## src/hw/rtl/alarm_annunciator_sequencer_macros.svh

```systemverilog
// Assertion macros used by the annunciator top level.
`ifndef ALARM_ANNUNCIATOR_SEQUENCER_MACROS_SVH
`define ALARM_ANNUNCIATOR_SEQUENCER_MACROS_SVH

`ifndef ASSERT_OFF
// Same-cycle implication, sampled on the rising clock edge outside reset.
`define AAS_ASSERT_SAME(label, clk, rst_n, ante, cons) \
  label: assert property (@(posedge clk) disable iff (!rst_n) (ante) |-> (cons)) \
    else $error("annunciator same-cycle check failed");
// Next-cycle implication, sampled on the rising clock edge outside reset.
`define AAS_ASSERT_NEXT(label, clk, rst_n, ante, cons) \
  label: assert property (@(posedge clk) disable iff (!rst_n) (ante) |=> (cons)) \
    else $error("annunciator next-cycle check failed");
`else
`define AAS_ASSERT_SAME(label, clk, rst_n, ante, cons)
`define AAS_ASSERT_NEXT(label, clk, rst_n, ante, cons)
`endif

`endif

```

## src/hw/rtl/aas_pkg.sv

```systemverilog
`default_nettype none

package aas_pkg;

  // Sequence shape.
  localparam int SEQ_STEPS     = 16;
  localparam int SWEEP_STEPS   = 8;
  localparam int STEPS_PER_LED = 1;
  localparam int GAP_TICKS     = 150;

  localparam int SEQ_W   = $clog2(SEQ_STEPS);
  localparam int SWEEP_W = (SWEEP_STEPS > 1) ? $clog2(SWEEP_STEPS) : 1;
  localparam int LED_W   = (STEPS_PER_LED > 1) ? $clog2(STEPS_PER_LED) : 1;

  // Field and register widths.
  localparam int T16_W      = 16;
  localparam int T20_W      = 20;
  localparam int STEPS_W    = 5;
  localparam int CMP_W      = (SEQ_W > STEPS_W) ? SEQ_W : STEPS_W;
  localparam int CFG_IDX_W  = 3;
  localparam int CFG_DATA_W = 20;
  localparam int IN_TDATA_W  = 8;
  localparam int OUT_TDATA_W = 8;

  typedef enum logic [CFG_IDX_W-1:0] {
    REG_STEP_TICKS   = 3'd0,
    REG_BUZZ_STEPS   = 3'd1,
    REG_RED_STEPS    = 3'd2,
    REG_RINGDOWN     = 3'd3,
    REG_CHIRP_PERIOD = 3'd4,
    REG_CHIRP_TICKS  = 3'd5,
    REG_BEAT_PERIOD  = 3'd6,
    REG_BEAT_FLASH   = 3'd7
  } cfg_reg_e;

  typedef enum logic [1:0] {
    HB_OFF    = 2'd0,
    HB_SINGLE = 2'd1,
    HB_DOUBLE = 2'd2,
    HB_ALT    = 2'd3
  } hb_mode_e;

  typedef enum logic [1:0] {
    RED_OFF  = 2'd0,
    RED_FULL = 2'd1,
    RED_DIM  = 2'd2,
    RED_RSVD = 2'd3
  } red_e;

  typedef enum logic [1:0] {
    BEAT_QUIET  = 2'd0,
    BEAT_FLASH1 = 2'd1,
    BEAT_GAP    = 2'd2,
    BEAT_FLASH2 = 2'd3
  } beat_e;

  typedef struct packed {
    logic [T16_W-1:0]   step_ticks;
    logic [STEPS_W-1:0] buzz_steps;
    logic [STEPS_W-1:0] red_steps;
    logic [T16_W-1:0]   ringdown_ticks;
    logic [T20_W-1:0]   chirp_period_ticks;
    logic [T16_W-1:0]   chirp_ticks;
    logic [T20_W-1:0]   beat_period_ticks;
    logic [T16_W-1:0]   beat_flash_ticks;
  } cfg_t;

  typedef struct packed {
    logic [1:0] heartbeat_mode;
    logic       battery_enable;
    logic       chase_enable;
    logic       buzzer_enable;
  } in_item_t;

  typedef struct packed {
    logic       sensor_blank;
    logic       chase_advance_pulse;
    logic       chase_reset_pulse;
    logic [1:0] red_led;
    logic       piezo_drive;
  } out_item_t;

  function automatic logic [T16_W-1:0] sat_inc16(input logic [T16_W-1:0] v);
    return (v == {T16_W{1'b1}}) ? v : v + T16_W'(1);
  endfunction

  function automatic logic [T20_W-1:0] sat_inc20(input logic [T20_W-1:0] v);
    return (v == {T20_W{1'b1}}) ? v : v + T20_W'(1);
  endfunction

endpackage

`default_nettype wire

```

## src/hw/rtl/aas_cfg_regs.sv

```systemverilog
`default_nettype none

module aas_cfg_regs
  import aas_pkg::*;
(
  input  wire logic                  clk,
  input  wire logic                  rst_n,
  input  wire logic                  wr_en,
  input  wire logic [CFG_IDX_W-1:0]  wr_index,
  input  wire logic [CFG_DATA_W-1:0] wr_data,
  output cfg_t                       cfg
);

  cfg_t cfg_r;
  cfg_t cfg_nxt;

  always_comb begin
    cfg_nxt = cfg_r;
    if (wr_en) begin
      unique case (cfg_reg_e'(wr_index))
        REG_STEP_TICKS:   cfg_nxt.step_ticks         = wr_data[T16_W-1:0];
        REG_BUZZ_STEPS:   cfg_nxt.buzz_steps         = wr_data[STEPS_W-1:0];
        REG_RED_STEPS:    cfg_nxt.red_steps          = wr_data[STEPS_W-1:0];
        REG_RINGDOWN:     cfg_nxt.ringdown_ticks     = wr_data[T16_W-1:0];
        REG_CHIRP_PERIOD: cfg_nxt.chirp_period_ticks = wr_data[T20_W-1:0];
        REG_CHIRP_TICKS:  cfg_nxt.chirp_ticks        = wr_data[T16_W-1:0];
        REG_BEAT_PERIOD:  cfg_nxt.beat_period_ticks  = wr_data[T20_W-1:0];
        REG_BEAT_FLASH:   cfg_nxt.beat_flash_ticks   = wr_data[T16_W-1:0];
      endcase
    end
  end

  always_ff @(posedge clk) begin
    if (!rst_n) begin
      cfg_r.step_ticks         <= T16_W'(50);
      cfg_r.buzz_steps         <= STEPS_W'(3);
      cfg_r.red_steps          <= STEPS_W'(4);
      cfg_r.ringdown_ticks     <= T16_W'(30);
      cfg_r.chirp_period_ticks <= T20_W'(45000);
      cfg_r.chirp_ticks        <= T16_W'(80);
      cfg_r.beat_period_ticks  <= T20_W'(3000);
      cfg_r.beat_flash_ticks   <= T16_W'(50);
    end else begin
      cfg_r <= cfg_nxt;
    end
  end

  assign cfg = cfg_r;

endmodule

`default_nettype wire

```

## src/hw/rtl/aas_tick_core.sv

```systemverilog
`default_nettype none

module aas_tick_core
  import aas_pkg::*;
(
  input  wire logic     clk,
  input  wire logic     rst_n,
  input  wire logic     tick_en,
  input  wire in_item_t item,
  input  wire cfg_t     cfg,
  output out_item_t     result
);

  // Sequencer state. sweep_pos_r and led_pos_r track step_idx_r modulo the
  // sweep length and the steps per LED, so no divider is needed.
  logic [SEQ_W-1:0]   step_idx_r,  step_idx_nxt;
  logic [SWEEP_W-1:0] sweep_pos_r, sweep_pos_nxt;
  logic [LED_W-1:0]   led_pos_r,   led_pos_nxt;
  logic [T16_W-1:0]   step_el_r,   step_el_nxt;
  logic               beep_r,      beep_nxt;
  logic               red_ph_r,    red_ph_nxt;
  logic               a_rd_act_r,  a_rd_act_nxt;
  logic [T16_W-1:0]   a_rd_el_r,   a_rd_el_nxt;
  logic               blank_r,     blank_nxt;
  logic               chirping_r,  chirping_nxt;
  logic [T20_W-1:0]   chirp_el_r,  chirp_el_nxt;
  logic               c_rd_act_r,  c_rd_act_nxt;
  logic [T16_W-1:0]   c_rd_el_r,   c_rd_el_nxt;
  beat_e              beat_r,      beat_nxt;
  logic [T20_W-1:0]   beat_el_r,   beat_el_nxt;
  in_item_t           prev_r,      prev_nxt;

  logic       alarm;
  logic       rst_pulse;
  logic       adv_pulse;
  logic [1:0] red_code;

  always_comb begin
    alarm     = item.buzzer_enable | item.chase_enable;
    rst_pulse = 1'b0;
    adv_pulse = 1'b0;

    step_idx_nxt  = step_idx_r;
    sweep_pos_nxt = sweep_pos_r;
    led_pos_nxt   = led_pos_r;
    beep_nxt      = beep_r;
    red_ph_nxt    = red_ph_r;
    a_rd_act_nxt  = a_rd_act_r;
    blank_nxt     = blank_r;
    chirping_nxt  = chirping_r;
    c_rd_act_nxt  = c_rd_act_r;
    beat_nxt      = beat_r;
    prev_nxt      = item;

    // Timers, all saturating; the ringdown timers advance only while active.
    step_el_nxt  = sat_inc16(step_el_r);
    chirp_el_nxt = sat_inc20(chirp_el_r);
    beat_el_nxt  = sat_inc20(beat_el_r);
    a_rd_el_nxt  = a_rd_act_r ? sat_inc16(a_rd_el_r) : a_rd_el_r;
    c_rd_el_nxt  = c_rd_act_r ? sat_inc16(c_rd_el_r) : c_rd_el_r;

    // Control edges.
    if (item.heartbeat_mode != prev_r.heartbeat_mode) begin
      beat_nxt    = BEAT_QUIET;
      beat_el_nxt = '0;
    end
    if (prev_r.buzzer_enable && !item.buzzer_enable) begin
      blank_nxt = 1'b0;
    end
    if (prev_r.chase_enable && !item.chase_enable) begin
      rst_pulse = 1'b1;
    end
    if (!prev_r.battery_enable && item.battery_enable) begin
      chirp_el_nxt = cfg.chirp_period_ticks;
    end
    if (prev_r.battery_enable && !item.battery_enable && !alarm) begin
      blank_nxt = 1'b0;
    end

    // Master alarm sequence.
    if (!alarm) begin
      step_idx_nxt  = '0;
      sweep_pos_nxt = '0;
      led_pos_nxt   = '0;
      a_rd_act_nxt  = 1'b0;
      beep_nxt      = 1'b0;
      blank_nxt     = 1'b0;
    end else begin
      if (step_el_nxt >= cfg.step_ticks) begin
        step_el_nxt = '0;
        if (sweep_pos_r == '0) begin
          rst_pulse = 1'b1;
          if (item.chase_enable) begin
            adv_pulse = 1'b1;
          end
        end else if (item.chase_enable && (led_pos_r == '0)) begin
          adv_pulse = 1'b1;
        end
        beep_nxt   = CMP_W'(step_idx_r) < CMP_W'(cfg.buzz_steps);
        red_ph_nxt = CMP_W'(step_idx_r) < CMP_W'(cfg.red_steps);
        if (step_idx_r == SEQ_W'(SEQ_STEPS - 1)) begin
          step_idx_nxt  = '0;
          sweep_pos_nxt = '0;
          led_pos_nxt   = '0;
        end else begin
          step_idx_nxt  = step_idx_r + SEQ_W'(1);
          sweep_pos_nxt = (sweep_pos_r == SWEEP_W'(SWEEP_STEPS - 1)) ? '0
                                                                     : sweep_pos_r + SWEEP_W'(1);
          led_pos_nxt   = (led_pos_r == LED_W'(STEPS_PER_LED - 1)) ? '0
                                                                   : led_pos_r + LED_W'(1);
        end
      end
      if (!item.buzzer_enable) begin
        blank_nxt = 1'b0;
      end else if (beep_nxt) begin
        blank_nxt    = 1'b1;
        a_rd_act_nxt = 1'b0;
      end else begin
        if (!a_rd_act_nxt) begin
          a_rd_act_nxt = 1'b1;
          a_rd_el_nxt  = '0;
        end
        if (a_rd_el_nxt >= cfg.ringdown_ticks) begin
          blank_nxt = 1'b0;
        end
      end
    end

    // Low-battery chirp.
    if (!item.battery_enable) begin
      chirping_nxt = 1'b0;
      c_rd_act_nxt = 1'b0;
    end else if (alarm) begin
      chirping_nxt = 1'b0;
      c_rd_act_nxt = 1'b0;
      chirp_el_nxt = '0;
    end else begin
      if (!chirping_nxt) begin
        if (chirp_el_nxt >= cfg.chirp_period_ticks) begin
          chirping_nxt = 1'b1;
          chirp_el_nxt = '0;
          blank_nxt    = 1'b1;
          c_rd_act_nxt = 1'b0;
        end
      end else if (chirp_el_nxt >= T20_W'(cfg.chirp_ticks)) begin
        chirping_nxt = 1'b0;
        chirp_el_nxt = '0;
        c_rd_act_nxt = 1'b1;
        c_rd_el_nxt  = '0;
      end
      if (c_rd_act_nxt && (c_rd_el_nxt >= cfg.ringdown_ticks)) begin
        c_rd_act_nxt = 1'b0;
        if (!item.buzzer_enable) begin
          blank_nxt = 1'b0;
        end
      end
    end

    // Idle heartbeat.
    if ((hb_mode_e'(item.heartbeat_mode) == HB_OFF) || alarm || chirping_nxt) begin
      beat_nxt    = BEAT_QUIET;
      beat_el_nxt = '0;
    end else begin
      unique case (beat_nxt)
        BEAT_QUIET: begin
          if (beat_el_nxt >= cfg.beat_period_ticks) begin
            beat_el_nxt = '0;
            beat_nxt    = BEAT_FLASH1;
          end
        end
        BEAT_FLASH1: begin
          if (beat_el_nxt >= T20_W'(cfg.beat_flash_ticks)) begin
            beat_el_nxt = '0;
            beat_nxt    = (hb_mode_e'(item.heartbeat_mode) == HB_DOUBLE) ? BEAT_GAP
                                                                         : BEAT_QUIET;
          end
        end
        BEAT_GAP: begin
          if (beat_el_nxt >= T20_W'(GAP_TICKS)) begin
            beat_el_nxt = '0;
            beat_nxt    = BEAT_FLASH2;
          end
        end
        BEAT_FLASH2: begin
          if (beat_el_nxt >= T20_W'(cfg.beat_flash_ticks)) begin
            beat_el_nxt = '0;
            beat_nxt    = BEAT_QUIET;
          end
        end
      endcase
    end

    if (alarm) begin
      red_code = (item.chase_enable && red_ph_nxt) ? RED_FULL : RED_OFF;
    end else if (chirping_nxt) begin
      red_code = RED_FULL;
    end else if ((beat_nxt == BEAT_FLASH1) || (beat_nxt == BEAT_FLASH2)) begin
      red_code = RED_DIM;
    end else begin
      red_code = RED_OFF;
    end

    result.piezo_drive         = (item.buzzer_enable & beep_nxt) | chirping_nxt;
    result.red_led             = red_code;
    result.chase_reset_pulse   = rst_pulse;
    result.chase_advance_pulse = adv_pulse;
    result.sensor_blank        = blank_nxt;
  end

  always_ff @(posedge clk) begin
    if (!rst_n) begin
      step_idx_r  <= '0;
      sweep_pos_r <= '0;
      led_pos_r   <= '0;
      step_el_r   <= '1;
      beep_r      <= 1'b0;
      red_ph_r    <= 1'b0;
      a_rd_act_r  <= 1'b0;
      a_rd_el_r   <= '0;
      blank_r     <= 1'b0;
      chirping_r  <= 1'b0;
      chirp_el_r  <= '0;
      c_rd_act_r  <= 1'b0;
      c_rd_el_r   <= '0;
      beat_r      <= BEAT_QUIET;
      beat_el_r   <= '0;
      prev_r      <= '0;
    end else if (tick_en) begin
      step_idx_r  <= step_idx_nxt;
      sweep_pos_r <= sweep_pos_nxt;
      led_pos_r   <= led_pos_nxt;
      step_el_r   <= step_el_nxt;
      beep_r      <= beep_nxt;
      red_ph_r    <= red_ph_nxt;
      a_rd_act_r  <= a_rd_act_nxt;
      a_rd_el_r   <= a_rd_el_nxt;
      blank_r     <= blank_nxt;
      chirping_r  <= chirping_nxt;
      chirp_el_r  <= chirp_el_nxt;
      c_rd_act_r  <= c_rd_act_nxt;
      c_rd_el_r   <= c_rd_el_nxt;
      beat_r      <= beat_nxt;
      beat_el_r   <= beat_el_nxt;
      prev_r      <= prev_nxt;
    end
  end

endmodule

`default_nettype wire

```

## src/hw/rtl/alarm_annunciator_sequencer.sv

```systemverilog
// Channel   Direction  Signals                                    Content
// in_       slave      in_tvalid, in_tready, in_tdata[7:0]        one tick with control levels
// out_      master     out_tvalid, out_tready, out_tdata[7:0]     one result per tick
// cfg_      slave      cfg_valid, cfg_ready, cfg_index, cfg_data  timing register write
//
// Every tick transaction yields exactly one result transaction, passing through the input
// and output registers; one tick is accepted per cycle while the output is not stalled.
// Throughput is set by the single tick-update stage between the input register and
// the output register; the annunciator state advances only when a tick moves on.
// Reset is synchronous and active low; it restores the default timing values and
// clears the sequencer, chirp and heartbeat state.
// A stalled output holds its transaction while the input register keeps one more tick.
`default_nettype none
`include "alarm_annunciator_sequencer_macros.svh"

module alarm_annunciator_sequencer
  import aas_pkg::*;
(
  input  wire logic                   clk,
  input  wire logic                   rst_n,
  // Fields from bit 0: buzzer_enable, chase_enable, battery_enable,
  // heartbeat_mode[1:0], then zero padding.
  input  wire logic                   in_tvalid,
  output      logic                   in_tready,
  input  wire logic [IN_TDATA_W-1:0]  in_tdata,
  // Fields from bit 0: piezo_drive, red_led[1:0], chase_reset_pulse,
  // chase_advance_pulse, sensor_blank, then zero padding.
  output      logic                   out_tvalid,
  input  wire logic                   out_tready,
  output      logic [OUT_TDATA_W-1:0] out_tdata,
  input  wire logic                   cfg_valid,
  output      logic                   cfg_ready,
  input  wire logic [CFG_IDX_W-1:0]   cfg_index,
  input  wire logic [CFG_DATA_W-1:0]  cfg_data
);

  // Input register: holds the accepted tick until the update stage takes it.
  logic      s1_valid_r;
  in_item_t  s1_item_r;
  // Output register: holds the finished result until the consumer takes it.
  logic      out_valid_r;
  out_item_t out_item_r;

  logic      s1_fire;
  logic      in_fire;
  cfg_t      cfg;
  out_item_t result;

  // The update stage fires when a tick is waiting and the output register is
  // free or is being emptied in this same cycle.
  assign s1_fire   = s1_valid_r && (!out_valid_r || out_tready);
  assign in_tready = !s1_valid_r || s1_fire;
  assign in_fire   = in_tvalid && in_tready;

  // Configuration writes are always taken; the user must write only while idle.
  assign cfg_ready = 1'b1;

  aas_cfg_regs u_cfg (
    .clk      (clk),
    .rst_n    (rst_n),
    .wr_en    (cfg_valid),
    .wr_index (cfg_index),
    .wr_data  (cfg_data),
    .cfg      (cfg)
  );

  aas_tick_core u_core (
    .clk     (clk),
    .rst_n   (rst_n),
    .tick_en (s1_fire),
    .item    (s1_item_r),
    .cfg     (cfg),
    .result  (result)
  );

  always_ff @(posedge clk) begin
    if (!rst_n) begin
      s1_valid_r <= 1'b0;
    end else if (in_tready) begin
      s1_valid_r <= in_tvalid;
    end
  end

  always_ff @(posedge clk) begin
    if (in_fire) begin
      s1_item_r <= in_item_t'(in_tdata[$bits(in_item_t)-1:0]);
    end
  end

  always_ff @(posedge clk) begin
    if (!rst_n) begin
      out_valid_r <= 1'b0;
    end else if (s1_fire) begin
      out_valid_r <= 1'b1;
    end else if (out_tready) begin
      out_valid_r <= 1'b0;
    end
  end

  always_ff @(posedge clk) begin
    if (s1_fire) begin
      out_item_r <= result;
    end
  end

  assign out_tvalid = out_valid_r;
  assign out_tdata  = OUT_TDATA_W'(out_item_r);

  // A tick leaving the input register always lands in the output register.
  `AAS_ASSERT_NEXT(a_stage_moves, clk, rst_n, s1_fire, out_valid_r)
  // The LED code never takes the reserved value.
  `AAS_ASSERT_SAME(a_red_code, clk, rst_n, out_valid_r, out_item_r.red_led != RED_RSVD)
  // The piezo never sounds while the LED shows the dimmed heartbeat.
  `AAS_ASSERT_SAME(a_piezo_not_beat, clk, rst_n, out_valid_r && out_item_r.piezo_drive,
                   out_item_r.red_led != RED_DIM)

endmodule

`default_nettype wire
```

## config.mk

```make
export PLATFORM = sky130hd
export DESIGN_NAME = alarm_annunciator_sequencer
export DESIGN_NICKNAME = d
export VERILOG_FILES = /design/src/hw/rtl/aas_pkg.sv /design/src/hw/rtl/aas_cfg_regs.sv /design/src/hw/rtl/aas_tick_core.sv /design/src/hw/rtl/alarm_annunciator_sequencer.sv
export VERILOG_INCLUDE_DIRS = /design/src /design/src/hw/rtl
export SDC_FILE = /design/constraint.sdc
export NUM_CORES = 1
export LEC_CHECK = 0
export BUFFER_PORTS_ARGS = -buffer_cell sky130_fd_sc_hd__buf_2
export CELL_PAD_IN_SITES_DETAIL_PLACEMENT = 0
export CELL_PAD_IN_SITES_GLOBAL_PLACEMENT = 2
export CORE_MARGIN = 5
export CORE_UTILIZATION = 37
export CTS_CLUSTER_DIAMETER = 40
export CTS_CLUSTER_SIZE = 8
export DETAILED_ROUTE_END_ITERATION = 10
export PLACE_DENSITY = 0.87
export SLEW_MARGIN = 20
export SYNTH_ARGS = -nofsm -noshare
export SYNTH_HDL_FRONTEND = slang
export SYNTH_SLANG_ARGS = --single-unit
```

## constraint.sdc

```tcl
create_clock -name clk -period 6.58 [get_ports clk]
set_clock_uncertainty 0.05 [all_clocks]
set_input_delay 0.658 -clock clk [delete_from_list [all_inputs] [get_ports clk]]
set_output_delay 0.658 -clock clk [all_outputs]
set_load 0.02 [all_outputs]
```

==> impl_metrics.toml <==
[critical_path]
critPathArrivalTime_ns = 5.95
endpoint_kind = "register"
timing.critical_path.from_type = "register"
timing.setup.critical_path_class = "reg -> reg"
worstPathMaxFanout = 15
worst-endpoint-required_ns = 7.02

[clocking]
post_cts.repair.setup_buffers = 0
tritoncts = "yes"
cts-hold-fix-buffers = 0
clock_buffer_depth = 3
cts.reportedPaths.clkPinSlew_ns = 0.05
ctsHtreeMaxLevel = 2
cts_repair_resize_count = 0
clock_insertion_delay_worst_skew_ns = 0.56
cts_num_sinks = 217
clk_root_buffer_cell = "sky130_fd_sc_hd__clkbuf_16"
numCtsBuffers = 47

[placed_design]
place.gp.congestion = 0.856
place.detailed.instances = 2034
placement.io_buffers = 40
detailed_place_hpwl_mm = 25.4

[global_route]
grt_usage_pct = 18.9
largest_net_degree_at_the_start_of_global_routing = 82
globalRoute.totalOverflow = 0
grt_pass1_vias = 10900
initial_antenna_violation_count = 1
grt_first_pass_wirelength_mm = 58.8

[cells_and_area]
ratio_of_cells_with_drive_above_1_in_the_final_layout_pct = 10.6
antenna-diode-count = 0
nNetsFinal = 1782
final-instance-count-excl-fill = 2119
area_delta_synth_final_pct = 17.3
filler_cell_count = 3484

[sta]
fin_crit_sh_pct = 83.7
slew_headroom_pct = 29.8
grt_setup_unrepaired = "no"
fin_setup_tns_ns = 0
worst_pin_slew_ns = 1.04
final_max_slew_viol_count = 0
finalWorstPathRequiredPeriod_ns = 5.51
hold_violations = 0
fmaxAchievable_mhz = 182
setup_violations = 0

[route]
drt-vias-per-instance = 5.30
ant_nets = 0
total_vias_in_the_final_route = 11200
drt_iter0_drc = 561
drc = 0
average_wire_per_standard_cell_microns = 17.4
firstDrtPassIters = 6
totalWireLength_mm = 37.0

[die]
core-area_sq_mm = 0.0345
fp.dieW_microns = 196
initial_core_util_pct = 37.3
placementRows = 68
ios = 47
dieArea_sq_mm = 0.0386
chipHeight_microns = 196

[logic_synthesis]
post_synth_num_cell_types = 82
synth_seq_cells = 217
synth.avg_cell_area_sq_um = 7.96
synth.cell_area_sq_mm = 0.0129
synth_ff_type = "sky130_fd_sc_hd__dfxtp_1"
synth-async-reset-ratio_pct = 0
postSynthCellCount = 1615
ys_warn_count = 0
synth_sequential_area_ratio_pct = 34.7
post_synth_edffs = 11

[run]
maxCapViolations = 0

[pwr]
worst_voltage_drop_across_the_vdd_grid_mv = 0.166
pwr_density_cell_mw_per_mm2 = 285
cellLeakagePower_nw = 6.04

[status]
status = "completed"

[min_path]
hold_path_class = "in -> reg"
## cells by family (layout without fill, tap and decap cells)
group,count (synthesis),in the layout,share of synthesized area [%]
multiplexers,27,27,2.13
AND/OR/NAND/NOR,590,590,21.3
other,2,3,0.0584
XOR/XNOR,55,55,3.75
adder cells (fa/ha/maj),118,118,11.5
AO/OA/AOI/OAI,384,384,19.9
flip-flops,217,217,34.7
buffers and inverters,222,270,6.75
## critical path: stages, from the launching register on
cell and delay (ns):
sky130_fd_sc_hd__dfxtp_1 0.42, sky130_fd_sc_hd__and4_1 0.29, sky130_fd_sc_hd__nand4_2 0.23, sky130_fd_sc_hd__nor3_2 0.55, sky130_fd_sc_hd__nand2b_1 0.22, sky130_fd_sc_hd__or2_2 0.19, sky130_fd_sc_hd__nor3_1 0.07, sky130_fd_sc_hd__xnor2_1 0.11
sky130_fd_sc_hd__o21ai_0 0.34, sky130_fd_sc_hd__ha_1 0.32, sky130_fd_sc_hd__nand2_1 0.06, sky130_fd_sc_hd__o21ai_0 0.13, sky130_fd_sc_hd__a211oi_1 0.32, sky130_fd_sc_hd__nor3_1 0.13, sky130_fd_sc_hd__nand4b_1 0.21, sky130_fd_sc_hd__a32oi_1 0.68
sky130_fd_sc_hd__o211ai_1 0.27, sky130_fd_sc_hd__nor2_2 0.64, sky130_fd_sc_hd__a22o_1 0.22
## through the flow
stage | total power [W] | hold WS, ns | cell area, sq um | setup slack (ns) | utilization, %
finish | 0.00430 | 0.234 | 15100 | 1.07 | 43.8
global route | 0.00448 | 0.208 | 15100 | 0.619 | 43.8
CTS | 0.00436 | 0.198 | 15100 | 1.10 | 43.7
detailed placement | 0.00184 | 0.396 | 13400 | 1.10 | 38.9
global placement | 0.00183 | 0.392 | 13400 | 1.20 | 38.8
floorplan | 0.00171 | 0.386 | 12900 | 2.16 | -
## synth_stat cells, types with 10 or more instances
cell type                  instances  share of area (%)
sky130_fd_sc_hd__a31oi_1          17               0.83
sky130_fd_sc_hd__nor3_1           27                1.1
sky130_fd_sc_hd__nand2_1         291                8.5
sky130_fd_sc_hd__xor2_1           26                1.8
sky130_fd_sc_hd__xnor2_1          29                2.0
sky130_fd_sc_hd__nand3_1          46                1.8
sky130_fd_sc_hd__o211ai_1         37                2.2
sky130_fd_sc_hd__dfxtp_1         206                 32
sky130_fd_sc_hd__a22o_1           33                2.2
sky130_fd_sc_hd__nor4_1           11               0.54
sky130_fd_sc_hd__ha_1            118                 11
sky130_fd_sc_hd__inv_1           129                3.8
sky130_fd_sc_hd__and4_1           12               0.82
sky130_fd_sc_hd__edfxtp_1         11                2.6
sky130_fd_sc_hd__mux2i_1          24                1.9
sky130_fd_sc_hd__nor2_1           94                2.7
sky130_fd_sc_hd__nor2b_1          10               0.49
sky130_fd_sc_hd__a21o_1           30                1.8
sky130_fd_sc_hd__a21oi_1         135                5.3
sky130_fd_sc_hd__o21ai_0          50                1.9
sky130_fd_sc_hd__nand4_1          30                1.5
sky130_fd_sc_hd__clkbuf_1         76                2.2
sky130_fd_sc_hd__nand2b_1         20               0.97
## area by class of cell
| type | count | area, sq um | share of cell area, % |
|---|---|---|---|
| Multi-Input combinational cell | 1177 | 7570 | 50.2 |
| Sequential cell | 217 | 4450 | 29.5 |
| Clock buffer | 57 | 1260 | 8.39 |
| Tap cell | 455 | 569 | 3.78 |
| Inverter | 130 | 489 | 3.25 |
| Clock inverter | 28 | 395 | 2.62 |
| Timing Repair Buffer | 55 | 333 | 2.21 |
## cells in the final DEF (no fill, tap or decap), types with 40 or more instances in the layout
| cell | n |
|---|---|
| sky130_fd_sc_hd__a21oi_1 | 135 |
| sky130_fd_sc_hd__buf_2 | 40 |
| sky130_fd_sc_hd__clkbuf_16 | 48 |
| sky130_fd_sc_hd__dfxtp_1 | 206 |
| sky130_fd_sc_hd__ha_1 | 118 |
| sky130_fd_sc_hd__inv_1 | 128 |
| sky130_fd_sc_hd__nand2_1 | 291 |
| sky130_fd_sc_hd__nand3_1 | 46 |
| sky130_fd_sc_hd__nor2_1 | 91 |
| sky130_fd_sc_hd__o21ai_0 | 50 |
## report_power, final
part,switching (W),total (W),internal [W]
Clock,0.000769,0.00248,0.00171
Sequential,0.0000321,0.00140,0.00137
Combinational,0.000268,0.000416,0.000149
## final timing paths
path / from / end / slack (ns) / cells past startpoint
max: u_core.chirp_el_r[6] / u_core.beat_el_r[1] / 1.07 / 18
min: in_tdata[1] / s1_item_r[1] / 0.23 / 1
max reg2reg: u_core.chirp_el_r[6] / u_core.beat_el_r[1] / 1.07 / 18
min reg2reg: u_cfg.cfg[22] / u_cfg.cfg[22] / 0.40 / 2
## routing by layer
layer / global-route usage [%] / share of wire [%]
met1: 25.3 / 47
met2: 30.5 / 45
met3: 4.17 / 5.5
met4: 6.08 / 2.7
met5: 0 / 0
## sequential cells by signal (all words and copies together) (netlist names), 2 cells and up
register            flops
u_core.beat_el_r       20
s1_item_r               5
out_tdata               6
u_cfg.cfg             114
u_core.a_rd_el_r       16
u_core.step_el_r       16
u_core.prev_r           4
u_core.beat_r           2
u_core.chirp_el_r      20
u_core.step_idx_r       4
u_core.sweep_pos_r      3
(Power assumes the default switching activity.)
